### src/hdl/assert_macros.svh
// Assertion helpers: clocked, with or without a reset qualifier.
`ifndef ASSERT_MACROS_SVH
`define ASSERT_MACROS_SVH

`define CHK_ASSERT(lbl, clk_s, rstn_s, prop) \
    lbl: assert property (@(posedge clk_s) disable iff (!rstn_s) prop) \
        else $error("check failed");

`define CHK_ASSERT_ALWAYS(lbl, clk_s, prop) \
    lbl: assert property (@(posedge clk_s) prop) else $error("check failed");

`endif

### src/hdl/spmm_pkg.sv
package spmm_pkg;

    localparam int ACC_W = 48;
    localparam int VAL_W = 32;

    localparam logic [1:0] OP_LOAD    = 2'd0;
    localparam logic [1:0] OP_A       = 2'd1;
    localparam logic [1:0] OP_END     = 2'd2;
    localparam logic [1:0] OP_RESTART = 2'd3;

    localparam logic [1:0] ST_OK    = 2'd0;
    localparam logic [1:0] ST_RANGE = 2'd1;
    localparam logic [1:0] ST_ORDER = 2'd2;
    localparam logic [1:0] ST_FULL  = 2'd3;

    localparam logic CFG_INNER_SIZE = 1'b0;
    localparam logic CFG_OUT_COLS   = 1'b1;

    typedef struct packed {
        logic [1:0]               opcode;
        logic [15:0]              row;
        logic [7:0]               col;
        logic signed [VAL_W-1:0]  value;
    } spmm_in_t;

    typedef struct packed {
        logic [1:0]               status;
        logic [15:0]              out_row;
        logic [5:0]               out_col;
        logic signed [VAL_W-1:0]  out_value;
        logic                     last;
    } spmm_out_t;

    function automatic logic signed [VAL_W-1:0] sat32(input logic signed [ACC_W-1:0] v);
        logic signed [VAL_W-1:0] r;
        if (v > 48'sd2147483647)
        begin
            r = 32'sh7FFFFFFF;
        end
        else if (v < -48'sd2147483648)
        begin
            r = 32'sh80000000;
        end
        else
        begin
            r = VAL_W'(v);
        end
        return r;
    endfunction

endpackage

### src/hdl/spmm_mac.sv
module spmm_mac import spmm_pkg::*; #(
    parameter int FRAC_BITS = 16
) (
    input  logic                     clk,
    input  logic                     load,
    input  logic signed [VAL_W-1:0]  a,
    input  logic signed [VAL_W-1:0]  b,
    input  logic signed [ACC_W-1:0]  acc_in,
    output logic signed [ACC_W-1:0]  acc_out
);

    localparam logic signed [63:0] P_MAX = 64'sh00007FFFFFFFFFFF;
    localparam logic signed [63:0] P_MIN = -64'sh0000800000000000;
    localparam logic signed [48:0] S_MAX = 49'sh07FFFFFFFFFFF;
    localparam logic signed [48:0] S_MIN = -49'sh0800000000000;

    logic signed [63:0]      prod_reg;
    logic signed [63:0]      shifted;
    logic signed [ACC_W-1:0] prod48;
    logic signed [48:0]      sum49;

    always_ff @(posedge clk)
    begin
        if (load)
        begin
            prod_reg <= 64'(a) * 64'(b);
        end
    end

    always_comb
    begin
        shifted = prod_reg >>> FRAC_BITS;
        if (shifted > P_MAX)
        begin
            prod48 = ACC_W'(P_MAX);
        end
        else if (shifted < P_MIN)
        begin
            prod48 = ACC_W'(P_MIN);
        end
        else
        begin
            prod48 = ACC_W'(shifted);
        end
        sum49 = 49'(acc_in) + 49'(prod48);
        if (sum49 > S_MAX)
        begin
            acc_out = ACC_W'(S_MAX);
        end
        else if (sum49 < S_MIN)
        begin
            acc_out = ACC_W'(S_MIN);
        end
        else
        begin
            acc_out = ACC_W'(sum49);
        end
    end

endmodule

### config.mk
export PLATFORM = sky130hd
export DESIGN_NAME = spmm_mac
export DESIGN_NICKNAME = d
export VERILOG_FILES = /design/src/hdl/assert_macros.svh /design/src/hdl/spmm_pkg.sv /design/src/hdl/spmm_mac.sv
export SDC_FILE = /design/constraint.sdc
export NUM_CORES = 2
export LEC_CHECK = 0
export ABC_AREA = 0
export BUFFER_PORTS_ARGS = -buffer_cell sky130_fd_sc_hd__buf_2
export CORE_UTILIZATION = 55
export DETAILED_ROUTE_END_ITERATION = 10
export PLACE_DENSITY_LB_ADDON = 0.05
export REMOVE_ABC_BUFFERS = 1
export SLEW_MARGIN = 20
export SYNTH_ARGS = -nofsm -noshare
export SYNTH_HDL_FRONTEND = slang
export SYNTH_SLANG_ARGS = --single-unit
### constraint.sdc
create_clock -name clk -period 13.3 [get_ports clk]
set_input_delay 3.99 -clock clk [delete_from_list [all_inputs] [get_ports clk]]
set_output_delay 3.99 -clock clk [all_outputs]
set_load 0.005 [all_outputs]
==> results.sh <==
export IMPL_run_status="finished clean"
export IMPL_design_core_area_sq_um=72000
export IMPL_timing_hold_violations_final=0
export IMPL_worst_endpoint_required_ns=13.34
export IMPL_worstPathArrival_ns=12.40
export IMPL_synth_area_per_cell_sq_um=9.30
export IMPL_cts_root_buffer="sky130_fd_sc_hd__clkbuf_16"
export IMPL_initial_core_util=0.559
export IMPL_totalWireLength_microns=106000
export IMPL_pin_count_of_the_biggest_net_entering_global_routing=49
export IMPL_detailedRoute_firstPassIterationCount=5
export IMPL_port_buffers=161
export IMPL_tritoncts_num_sinks=48
export IMPL_drtAntennaViolNets=0
export IMPL_grt_usage=0.304
export IMPL_syn_area_sq_um=40200
export IMPL_cts_resized=0
export IMPL_layout_filler_cells=6516
export IMPL_num_vias=28600
export IMPL_largest_fanout_of_any_net_on_the_critical_path=32
export IMPL_final_period_utilization=0.929
export IMPL_report_final_setup_viol=0
export IMPL_first_iter_violations=1613
export IMPL_timing_critical_path_to_type="flop"
export IMPL_tightestPinTransition_ns=0.905
export IMPL_max_reg_flops=48
export IMPL_placementRows=98
export IMPL_tritoncts="built"
export IMPL_yosys_warnings=0
export IMPL_time_the_final_worst_path_needs_with_i_o_delays_and_setup_ns=12.35
export IMPL_design_final_nets=5686
export IMPL_grt_pass1_wl_microns=174000
export IMPL_floorplan_die_area_sq_um=74200
export IMPL_clock_pin_slew_reported_for_the_worst_setup_and_hold_paths_after_clock_tree_synthesis_ns=0.06
export IMPL_hpwlAfterDp_microns=91000
export IMPL_post_route_cells_drive_above_1_share=0.0514
export IMPL_async_reset_ff_frac=0
export IMPL_vias_per_cell=5.49
export IMPL_maximum_achievable_frequency_mhz=80.9
export IMPL_worstSetupStartpointType="input port"
export IMPL_holdWs_ns=4.24
export IMPL_grt_setup_unrepaired="no"
export IMPL_gp_congestion=0.929
export IMPL_first_global_vias=31400
export IMPL_final_max_slew_viol_count=0
export IMPL_synth_seq_area_share=0.0358
export IMPL_synthesis_instances=4323
export IMPL_grt_antenna_before_repair=6
export IMPL_synth_flop_cell="sky130_fd_sc_hd__edfxtp_1"
export IMPL_min_path_type="in2reg"
export IMPL_post_cts_repair_setup_buffers=0
export IMPL_htree_levels=2
export IMPL_number_of_enable_type_register_cells_in_the_synthesized_netlist=48
export IMPL_mostFrequentLayoutCell="sky130_fd_sc_hd__fa_1"
export IMPL_dieWidth_microns=272
export IMPL_die_y_microns=272
export IMPL_average_wire_per_cell_in_the_routed_design_microns=20.4
export IMPL_post_synth_num_cell_types=70
export IMPL_critPathKind="in2reg"
export IMPL_relSlewSlack=0.389
export IMPL_max_cap_viol_count=0
export IMPL_cts_made_buffers=5
export IMPL_holdBufCountCts=0
export IMPL_syn2layout_area_growth_pct=3.59
export IMPL_cts_buffer_depth=2
export IMPL_total_of_flip_flops_plus_latches_after_synthesis=48
export IMPL_setup_tns_ns=0
export IMPL_drt_drc_violations_left=0
export IMPL_globalRouteOverflowTotal=0
export IMPL_layout_common_cells="1,082 x sky130_fd_sc_hd__fa_1, 964 x sky130_fd_sc_hd__inv_1, 548 x sky130_fd_sc_hd__nand2_1, 516 x sky130_fd_sc_hd__and2_1, 228 x sky130_fd_sc_hd__ha_1"
export IMPL_io_pins=162
[cell usage after synthesis (all sizes together) (4+ instances only)]
master | count | area share
nand3 | 23 | 0.0029
o21a | 15 | 0.0028
nand2 | 548 | 0.051
edfxtp | 48 | 0.036
ha | 228 | 0.071
a21o | 53 | 0.0099
xor2 | 34 | 0.0074
nor3b | 4 | 0.00075
clkbuf | 261 | 0.024
a21oi | 110 | 0.014
o311ai | 7 | 0.0020
nor3 | 12 | 0.0015
maj3 | 6 | 0.0015
and4 | 4 | 0.00087
a311oi | 4 | 0.00087
fa | 1082 | 0.54
o211ai | 15 | 0.0028
o31ai | 10 | 0.0019
o21bai | 11 | 0.0021
o2111ai | 4 | 0.00087
a21boi | 5 | 0.00093
a211o | 6 | 0.0013
xnor2 | 63 | 0.014
nand2b | 16 | 0.0025
a221oi | 4 | 0.00087
inv | 964 | 0.090
and2 | 517 | 0.080
nor2b | 8 | 0.0012
nand4 | 18 | 0.0028
and3 | 11 | 0.0017
a211oi | 16 | 0.0033
a31oi | 13 | 0.0022
buf | 4 | 0.00062
nor2 | 76 | 0.0072
o21ai | 84 | 0.010
[logic make-up (layout without fill, tap and decap cells)]
| kind of cell | after synthesis | count (layout) | share of synthesized area |
|---|---|---|---|
| fa+ha+maj | 1316 | 1316 | 0.611 |
| simple gates | 1251 | 1251 | 0.155 |
| buf+inv | 1230 | 1170 | 0.115 |
| compound gates | 379 | 379 | 0.0612 |
| xor+xnor | 97 | 97 | 0.0211 |
| flops | 48 | 48 | 0.0358 |
| mux | 2 | 2 | 0.000498 |
| other cells | 0 | 2 | 0 |
[metrics by stage]
step	std cells	util	cell area, sq um	setup slack (ns)
2_1_floorplan	4058	-	39200	1.89
3_3_place_gp	5205	0.576	41500	0.813
3_5_place_dp	5205	0.576	41500	0.697
4_1_cts	5213	0.579	41700	0.954
5_1_grt	5215	0.579	41700	0.548
6_report	5215	0.579	41700	0.946
[worst paths after layout]
path | end | slack, ns | cells past startpoint | startpoint
worst max-delay path | prod_reg[63] | 0.95 | 27 | b[6]
worst min-delay path | prod_reg[63] | 4.24 | 1 | load
[worst max-delay path, cell delays in order]
cell                       delay, ns
sky130_fd_sc_hd__buf_2          0.52
sky130_fd_sc_hd__nand2_1        0.21
sky130_fd_sc_hd__inv_1          0.13
sky130_fd_sc_hd__fa_1           0.42
sky130_fd_sc_hd__inv_1          0.24
sky130_fd_sc_hd__fa_1           0.47
sky130_fd_sc_hd__inv_1          0.21
sky130_fd_sc_hd__fa_1           0.48
sky130_fd_sc_hd__fa_1           0.50
sky130_fd_sc_hd__buf_4          0.20
sky130_fd_sc_hd__inv_1          0.24
sky130_fd_sc_hd__fa_1           0.56
sky130_fd_sc_hd__inv_1          0.06
sky130_fd_sc_hd__fa_1           0.52
sky130_fd_sc_hd__inv_1          0.05
sky130_fd_sc_hd__fa_1           0.48
sky130_fd_sc_hd__inv_1          0.06
sky130_fd_sc_hd__fa_1           0.46
sky130_fd_sc_hd__ha_1           0.37
sky130_fd_sc_hd__and4_1         0.25
sky130_fd_sc_hd__a221oi_1       0.59
sky130_fd_sc_hd__nand4_1        0.17
sky130_fd_sc_hd__a211oi_1       0.39
sky130_fd_sc_hd__o211ai_1       0.22
sky130_fd_sc_hd__a31o_2         0.31
sky130_fd_sc_hd__a21oi_1        0.17
sky130_fd_sc_hd__xnor2_1        0.08
[final cells by class]
type                       count  area (sq um)  share of cell area
multi-input combinational   3045         34200               0.820
inverter                     965          3620              0.0869
sequential                    48          1440              0.0346
tap                          950          1190              0.0285
timing repair buffer         197          1080              0.0259
clock buffer                   5           125             0.00300
clock inverter                 3          46.3             0.00111
antenna                        2          5.00            0.000120
[layer usage]
layer,part of all wire,track usage,vias to the layer above
met3,0.054,0.0231,156
met4,0.025,0.0754,2
met5,0.00011,0,-
met2,0.49,0.518,856
li1,-,-,12600
met1,0.43,0.422,15000
Power is not shown: default switching activity piles up to over one toggle a cycle in this logic, so the estimate is an artifact.
